===== config.mk =====
export PLATFORM = sky130hd
export DESIGN_NAME = mdio_management_master_top
export DESIGN_NICKNAME = d
export VERILOG_FILES = /design/src/sv/mdio_mm_pkg.sv /design/src/sv/mdio_management_master_top.sv
export SDC_FILE = /design/constraint.sdc
export NUM_CORES = 1
export LEC_CHECK = 0
export ABC_AREA = 1
export BUFFER_PORTS_ARGS = -buffer_cell sky130_fd_sc_hd__buf_2
export CAP_MARGIN = 15
export CORE_ASPECT_RATIO = 1.4
export CORE_MARGIN = 2
export CORE_UTILIZATION = 64
export DETAILED_ROUTE_END_ITERATION = 8
export MAX_ROUTING_LAYER = met4
export PLACE_DENSITY = 0.86
export SYNTH_ARGS = -nofsm -noshare
export SYNTH_HDL_FRONTEND = slang
export SYNTH_SLANG_ARGS = --single-unit

===== constraint.sdc =====
create_clock -name clk -period 11.95 [get_ports clk]
set_input_delay 1.195 -clock clk [delete_from_list [all_inputs] [get_ports clk]]
set_output_delay 1.195 -clock clk [all_outputs]
set_load 0.005 [all_outputs]

===== src/sv/mdio_mm_pkg.sv =====
`timescale 1ns / 1ps
// ----------------------------------------------------------------------------
// mdio_mm_pkg
// Types and constants shared by the MDIO management master.
// ----------------------------------------------------------------------------
package mdio_mm_pkg;

	// Command codes carried in the input tuser field.
	typedef enum logic [1:0] {
		CMD_TICK  = 2'd0,
		CMD_READ  = 2'd1,
		CMD_WRITE = 2'd2
	} cmd_t;

	// Configuration register indexes.
	localparam logic REG_PREAMBLE = 1'b0;
	localparam logic REG_HALF     = 1'b1;

	localparam int unsigned MAX_PREAMBLE = 32;
	localparam int unsigned FRAME_BITS   = 32;
	// Frame position of the first turnaround bit and of the first data bit.
	localparam int unsigned TA_POS       = 14;
	localparam int unsigned DATA_POS     = 16;

	localparam logic [5:0] PREAMBLE_RESET = 6'd32;
	localparam logic [7:0] HALF_RESET     = 8'd2;

	// Clause 22 codes placed at the head of the frame.
	localparam logic [1:0] ST_CODE    = 2'b01;
	localparam logic [1:0] OP_READ    = 2'b10;
	localparam logic [1:0] OP_WRITE   = 2'b01;
	localparam logic [1:0] TA_WRITE   = 2'b10;

	// One result item.
	typedef struct packed {
		logic        rejected;
		logic        read_done;
		logic [15:0] read_data;
		logic        busy_res;
		logic        mdio_oe;
		logic        mdio_out;
		logic        mdc;
	} result_t;

endpackage


===== src/sv/mdio_management_master_top.sv =====
`timescale 1ns / 1ps
// ----------------------------------------------------------------------------
// mdio_management_master_top
// Clause 22 MDIO management master driven by a stream of ticks.
// ----------------------------------------------------------------------------
// Every input transaction is one tick of the management clock divider. A tick
// whose command is a read or a write, arriving while no frame is running,
// starts a frame: preamble ones (count set by preamble_bits, capped at 32),
// start code 01, opcode, PHY address, register address, turnaround and 16
// data bits, MSB first. Each bit spends half_period_ticks ticks with MDC low
// and as many with MDC high. A read releases MDIO from the first turnaround
// bit on and samples mdio_in at each rising MDC edge of the data bits; the
// captured word appears in read_data, and read_done marks the tick on which
// the frame ends. A start that arrives while a frame runs is dropped and
// flagged by rejected. Every tick yields exactly one result transaction that
// shows the pin levels after that tick. The block takes one tick per clock
// cycle while the output buffer has room: the whole state update is one short
// step of logic from the state registers into the result register, and a
// two-entry output buffer lets the input side take one more tick after the
// output side stalls. Configuration writes are taken at any time and act at once.
// ----------------------------------------------------------------------------
module mdio_management_master_top
	import mdio_mm_pkg::*;
(
	input  logic        clk,
	input  logic        arst_n,
	// Input ticks.
	input  logic        s_tvalid,
	output logic        s_tready,
	input  logic [31:0] s_tdata,   // phy_addr[4:0], reg_addr[9:5], write_data[25:10],
	                               // mdio_in[26], zero fill
	input  logic [1:0]  s_tuser,   // cmd[1:0]
	// Results.
	output logic        m_tvalid,
	input  logic        m_tready,
	output logic [23:0] m_tdata,   // mdc[0], mdio_out[1], mdio_oe[2], busy_res[3],
	                               // read_data[19:4], read_done[20], rejected[21], zero fill
	// Configuration writes.
	input  logic        cfg_valid,
	output logic        cfg_ready,
	input  logic        cfg_index,
	input  logic [7:0]  cfg_data
);

	// Configuration registers.
	logic [5:0]  preamble_q;
	logic [7:0]  half_q;

	// Frame state.
	logic        busy_q;
	logic        is_read_q;
	logic [6:0]  bit_q;
	logic [7:0]  tick_q;
	logic        clk_lvl_q;
	logic [31:0] frame_q;
	logic [15:0] capture_q;

	// Output buffer: main register and skid entry.
	result_t     out_q;
	logic        out_valid_q;
	result_t     skid_q;
	logic        skid_valid_q;

	// Next-state values.
	logic        busy_d;
	logic        is_read_d;
	logic [6:0]  bit_d;
	logic [7:0]  tick_d;
	logic        clk_lvl_d;
	logic [31:0] frame_d;
	logic [15:0] capture_d;
	result_t     res;

	logic        in_acc;
	logic        out_take;
	logic        main_free;
	cmd_t        cmd;
	logic [4:0]  phy_addr;
	logic [4:0]  reg_addr;
	logic [15:0] write_data;
	logic        mdio_in;
	logic        start;
	logic [6:0]  eff_pre;
	logic [7:0]  eff_half;
	logic [7:0]  tick_inc;
	logic [6:0]  k_cur;
	logic [6:0]  k_nxt;
	logic [6:0]  frame_end;

	assign cfg_ready = 1'b1;

	assign cmd        = cmd_t'(s_tuser);
	assign phy_addr   = s_tdata[4:0];
	assign reg_addr   = s_tdata[9:5];
	assign write_data = s_tdata[25:10];
	assign mdio_in    = s_tdata[26];
	assign start      = (cmd == CMD_READ) || (cmd == CMD_WRITE);

	assign in_acc    = s_tvalid && s_tready;
	assign out_take  = m_tvalid && m_tready;
	assign main_free = !out_valid_q || out_take;
	assign s_tready  = !skid_valid_q;

	assign m_tvalid = out_valid_q;
	assign m_tdata  = {2'b00, out_q};

	// A preamble longer than the cap saturates; a zero half period acts as one.
	assign eff_pre   = (preamble_q > 6'(MAX_PREAMBLE)) ? 7'(MAX_PREAMBLE) : {1'b0, preamble_q};
	assign eff_half  = (half_q == 8'd0) ? 8'd1 : half_q;
	assign tick_inc  = tick_q + 8'd1;
	assign k_cur     = bit_q - eff_pre;
	assign frame_end = eff_pre + 7'(FRAME_BITS);

	always_comb begin
		busy_d    = busy_q;
		is_read_d = is_read_q;
		bit_d     = bit_q;
		tick_d    = tick_q;
		clk_lvl_d = clk_lvl_q;
		frame_d   = frame_q;
		capture_d = capture_q;
		res       = '0;

		if (busy_q) begin
			res.rejected = start;
			tick_d = tick_inc;
			if (tick_inc >= eff_half) begin
				tick_d = 8'd0;
				if (!clk_lvl_q) begin
					// Rising MDC edge: a read samples the data bits here.
					clk_lvl_d = 1'b1;
					if (is_read_q && (bit_q >= eff_pre) && (k_cur >= 7'(DATA_POS))
							&& (k_cur < 7'(FRAME_BITS))) begin
						capture_d = {capture_q[14:0], mdio_in};
					end
				end else begin
					// Falling MDC edge: move on to the next bit.
					clk_lvl_d = 1'b0;
					bit_d = bit_q + 7'd1;
					if ((bit_q + 7'd1) >= frame_end) begin
						busy_d = 1'b0;
						res.read_done = is_read_q;
					end
				end
			end
		end else if (start) begin
			is_read_d = (cmd == CMD_READ);
			frame_d = '0;
			frame_d[31:30] = ST_CODE;
			frame_d[29:28] = (cmd == CMD_READ) ? OP_READ : OP_WRITE;
			frame_d[27:23] = phy_addr;
			frame_d[22:18] = reg_addr;
			if (cmd != CMD_READ) begin
				frame_d[17:16] = TA_WRITE;
				frame_d[15:0]  = write_data;
			end
			busy_d    = 1'b1;
			bit_d     = 7'd0;
			tick_d    = 8'd0;
			clk_lvl_d = 1'b0;
		end

		if (!busy_d) begin
			clk_lvl_d = 1'b0;
		end

		// MDIO for the bit now on the wire; idle and out-of-frame bits drive high.
		k_nxt = bit_d - eff_pre;
		res.mdio_out = 1'b1;
		res.mdio_oe  = 1'b1;
		if (busy_d && (bit_d >= eff_pre) && (k_nxt < 7'(FRAME_BITS))) begin
			res.mdio_out = frame_d[~k_nxt[4:0]];
			if (is_read_d && (k_nxt >= 7'(TA_POS))) begin
				res.mdio_out = 1'b0;
				res.mdio_oe  = 1'b0;
			end
		end
		res.mdc       = busy_d && clk_lvl_d;
		res.busy_res  = busy_d;
		res.read_data = capture_d;
	end

	always_ff @(posedge clk or negedge arst_n) begin
		if (!arst_n) begin
			preamble_q <= PREAMBLE_RESET;
			half_q     <= HALF_RESET;
		end else if (cfg_valid && cfg_ready) begin
			unique case (cfg_index)
				REG_PREAMBLE: preamble_q <= cfg_data[5:0];
				REG_HALF:     half_q     <= cfg_data;
				default:      ;
			endcase
		end
	end

	always_ff @(posedge clk or negedge arst_n) begin
		if (!arst_n) begin
			busy_q    <= 1'b0;
			is_read_q <= 1'b0;
			bit_q     <= '0;
			tick_q    <= '0;
			clk_lvl_q <= 1'b0;
			frame_q   <= '0;
			capture_q <= '0;
		end else if (in_acc) begin
			busy_q    <= busy_d;
			is_read_q <= is_read_d;
			bit_q     <= bit_d;
			tick_q    <= tick_d;
			clk_lvl_q <= clk_lvl_d;
			frame_q   <= frame_d;
			capture_q <= capture_d;
		end
	end

	always_ff @(posedge clk or negedge arst_n) begin
		if (!arst_n) begin
			out_valid_q  <= 1'b0;
			skid_valid_q <= 1'b0;
		end else begin
			if (main_free) begin
				out_valid_q <= skid_valid_q || in_acc;
			end
			if (skid_valid_q) begin
				if (main_free) begin
					skid_valid_q <= 1'b0;
				end
			end else if (in_acc && !main_free) begin
				skid_valid_q <= 1'b1;
			end
		end
	end

	always_ff @(posedge clk) begin
		if (main_free) begin
			out_q <= skid_valid_q ? skid_q : res;
		end
		if (!skid_valid_q && in_acc && !main_free) begin
			skid_q <= res;
		end
	end

`ifndef ASSERT_OFF
	// The skid entry only fills behind a held main entry.
	a_skid_behind_main: assert property (@(posedge clk) disable iff (!arst_n)
		skid_valid_q |-> out_valid_q)
		else $error("skid entry valid while main entry empty");

	// MDC rests low whenever no frame runs.
	a_idle_mdc_low: assert property (@(posedge clk) disable iff (!arst_n)
		!busy_q |-> !clk_lvl_q)
		else $error("MDC high while idle");

	// A frame that completes is no longer busy in the same result.
	a_done_not_busy: assert property (@(posedge clk) disable iff (!arst_n)
		(out_valid_q && out_q.read_done) |-> !out_q.busy_res)
		else $error("read_done reported while busy");

	// A start taken while idle makes the block busy on the next cycle.
	a_start_busy: assert property (@(posedge clk) disable iff (!arst_n)
		(in_acc && !busy_q && start) |=> busy_q)
		else $error("start accepted but frame not begun");
`endif

endmodule

==> reports/results.ini <==
[floorplan]
rows=45
die_h_um=128.3
io_pins=75
die_area_sq_um=11900
die_w_um=92.79
fp.coreArea_sq_um=10810
start_util_pct=65.34

[sta]
hold_viol=0
tns_ns=0
final_max_slew_viol_count=0
slew_headroom_pct=54.75
finalSetupViolCount=0
worst_hold_slack_ns=0.4533
finalClockSkew_ns=0.006396
rsz0062_at_grt=no
worst-slew-pin-transition_ns=0.6762
fmax_ghz=0.1989
fin_crit_ns=5.028
fin_crit_sh_pct=42.07

[critical_path]
worstSetupEndpointType=register
cpMostUsedCell=nand2_1
reg2reg_to=m_tdata[1]
critPathMaxFanout=18
start_kind=register
r2r_slack_ns=6.92
cp_data_required_time_ns=12.23
cp_slowest_cell=ha_1
cp.arrival_ns=5.30
reg2regPathDepth=28
timing.rr.start=tick_q[0]
max_stage_delay_ns=0.66
crit_type=reg -> reg

[clocking]
clkSlewWorstSetupHoldPaths_ns=0.05
cts_setup_buffers=0
clockBufferDepth=2
postCtsHoldBufs=0
numCtsBuffers=17
clock-root-buffer=clkbuf_16
numClockSinks=126
cts_tree=built
htreeDepth=4
clkLatencyLatePin_ns=0.41
cts_resized=0

[synth]
avgSynthCellArea_sq_um=8.551
synth_top_area_cell=dfrtp_1
yosysMostFrequentCell=nand2_1
synth_top_area_share_pct=28.34
async_flop_share_pct=65.08
synth_xor_area_share_pct=1.240
synthSimpleGateAreaFrac_pct=18.67
synth_top_flop_cell=dfrtp_1
synth_top_family_by_area=simple AND/OR/NAND/NOR gates
synth_edf_count=44
yosysWarnings=0
synth_compound_area_share_pct=16.81
synthAdderAreaFrac_pct=5.881
ys_ff_latch=126
synthCells=826
ys_types=47
synth.area.top_cells=dfrtp_1 28%, edfxtp_1 19%, nand2_1 11%
seq_area_frac_synth_pct=47.79
synth.area.mux_share_pct=0
synth.cell_area_sq_um=7063
synth_commonest_cells=207 x nand2_1, 116 x inv_1, 83 x o21ai_0

[finish]
fill_cells=829
seqCellArea_sq_um=3376
area_growth_pct=12.72
nNetsFinal=964
multi_input_area_sq_um=3023
diodes=0
drive_gt1_share_pct=17.61

[placed_design]
globalplace.congestion=0.9260
port_buffers=66
dp_hpwl_um=9895

[run]
cap_violations=0

[drt]
route.detailed.drc=0
drt_wl_total_um=14480
firstDrtPassIters=5
via_per_inst=5.438
drtIter0Drc=431
wl_per_cell_um=13.95
drtAntennaViolNets=0
via_count=5645

[global_route]
grt_max_degree=49
grt_usage_pct=26.64
grt_pass1_wl_um=24410
grt_overflow=0
grt_pass1_vias=5331
antenna_found_initial=0

[power_and_ir_drop]
peakVddDrop_v=0.0001185
leakage_nw=3.885
p_per_area_nw_per_um2=169.8

[min_path]
whs_path_depth=2
hold_path.class=reg -> reg
hold_start=frame_q[30]
holdPathEnd=frame_q[30]

[run_status]
status=complete, no violations

[layer usage]
metal  GRT usage, %  vias to the layer above  part of all wire (%)
met5              -                        -                     0
met4          9.256                        0                   2.1
met3          5.644                       28                   5.2
met2          44.46                      177                    51
met1          32.21                     2605                    41
li1               -                     2835                     -
[worst max-delay path: cells and delay by family, from the launching register on]
family	cells	cell delay, ns
xor+xnor	1	0.18
buf+inv	3	0.55
simple gates	19	2.22
flops	1	0.41
compound gates	3	0.55
fa+ha+maj	2	0.95
[cell families after synthesis]
| logic type | after synthesis |
|---|---|
| AO/OA/AOI/OAI | 192 |
| XOR/XNOR | 10 |
| adder cells (fa/ha/maj) | 32 |
| buffers and inverters | 153 |
| flip-flops | 126 |
| other | 2 |
| AND/OR/NAND/NOR | 311 |
[worst max path at each step]
stage | cells after the start | from | endpoint
after floorplan | 19 | s_tuser[1] | skid_q[1]
after global placement | 26 | tick_q[0] | m_tdata[1]
after detailed placement | 23 | s_tuser[1] | m_tdata[1]
after CTS | 28 | tick_q[0] | m_tdata[1]
after global routing | 30 | tick_q[0] | m_tdata[1]
final | 28 | tick_q[0] | m_tdata[1]
[per-stage QoR]
stage                     setup WS (ns)  power (mW)  cell area, sq um  std cells  util [%]
after floorplan                   7.773      0.7943              7067        827         -
after global placement            7.163      0.8616              7392       1005     68.38
after detailed placement          7.148      0.8770              7392       1005     68.38
after CTS                         7.008       1.352              7934       1037     73.39
after global routing              6.341       1.433              7961       1038     73.65
final                             6.922       1.352              7961       1038     73.65
[cell type report]
cell class | instances | share of cell area [%]
clock buffers | 25 | 5.972
clock inverters | 7 | 0.8329
flip-flops and latches | 126 | 42.40
inverters | 119 | 5.611
multi-input cells | 548 | 37.97
repair buffers | 72 | 4.998
well taps | 141 | 2.216
[layout by cell type (no fill, tap or decap), types with 2 or more instances in the layout]
master	n
a21oi_1	25
a21oi_2	2
buf_2	65
buf_4	6
clkbuf_1	6
clkbuf_16	17
clkbuf_8	2
clkinv_2	4
conb_1	3
dfrtp_1	80
dfstp_2	2
edfxtp_1	44
fa_1	2
ha_1	30
inv_1	116
inv_2	2
nand2_1	207
nand2_2	9
nand3_1	40
nand3_2	2
nand4_1	3
nor2_1	36
nor3_1	4
nor4_1	3
o211ai_1	12
o21a_1	2
o21ai_0	83
o21ai_1	16
o21ai_2	36
o21bai_1	2
o22ai_1	6
xor2_1	10
[sequential cells by signal (all words and copies together), names as in the netlist, 6 cells and up]
signal	flops
preamble_q	6
half_q	8
m_tdata	22
tick_q	8
capture_q	16
skid_q	22
bit_q	7
frame_q	32
[power breakdown]
group          internal (mW)  total (mW)  switching, mW
Clock                  0.296       0.475          0.180
Combinational          0.118       0.318          0.201
Sequential             0.518       0.558         0.0398
Power figures use the tool's default switching activity.
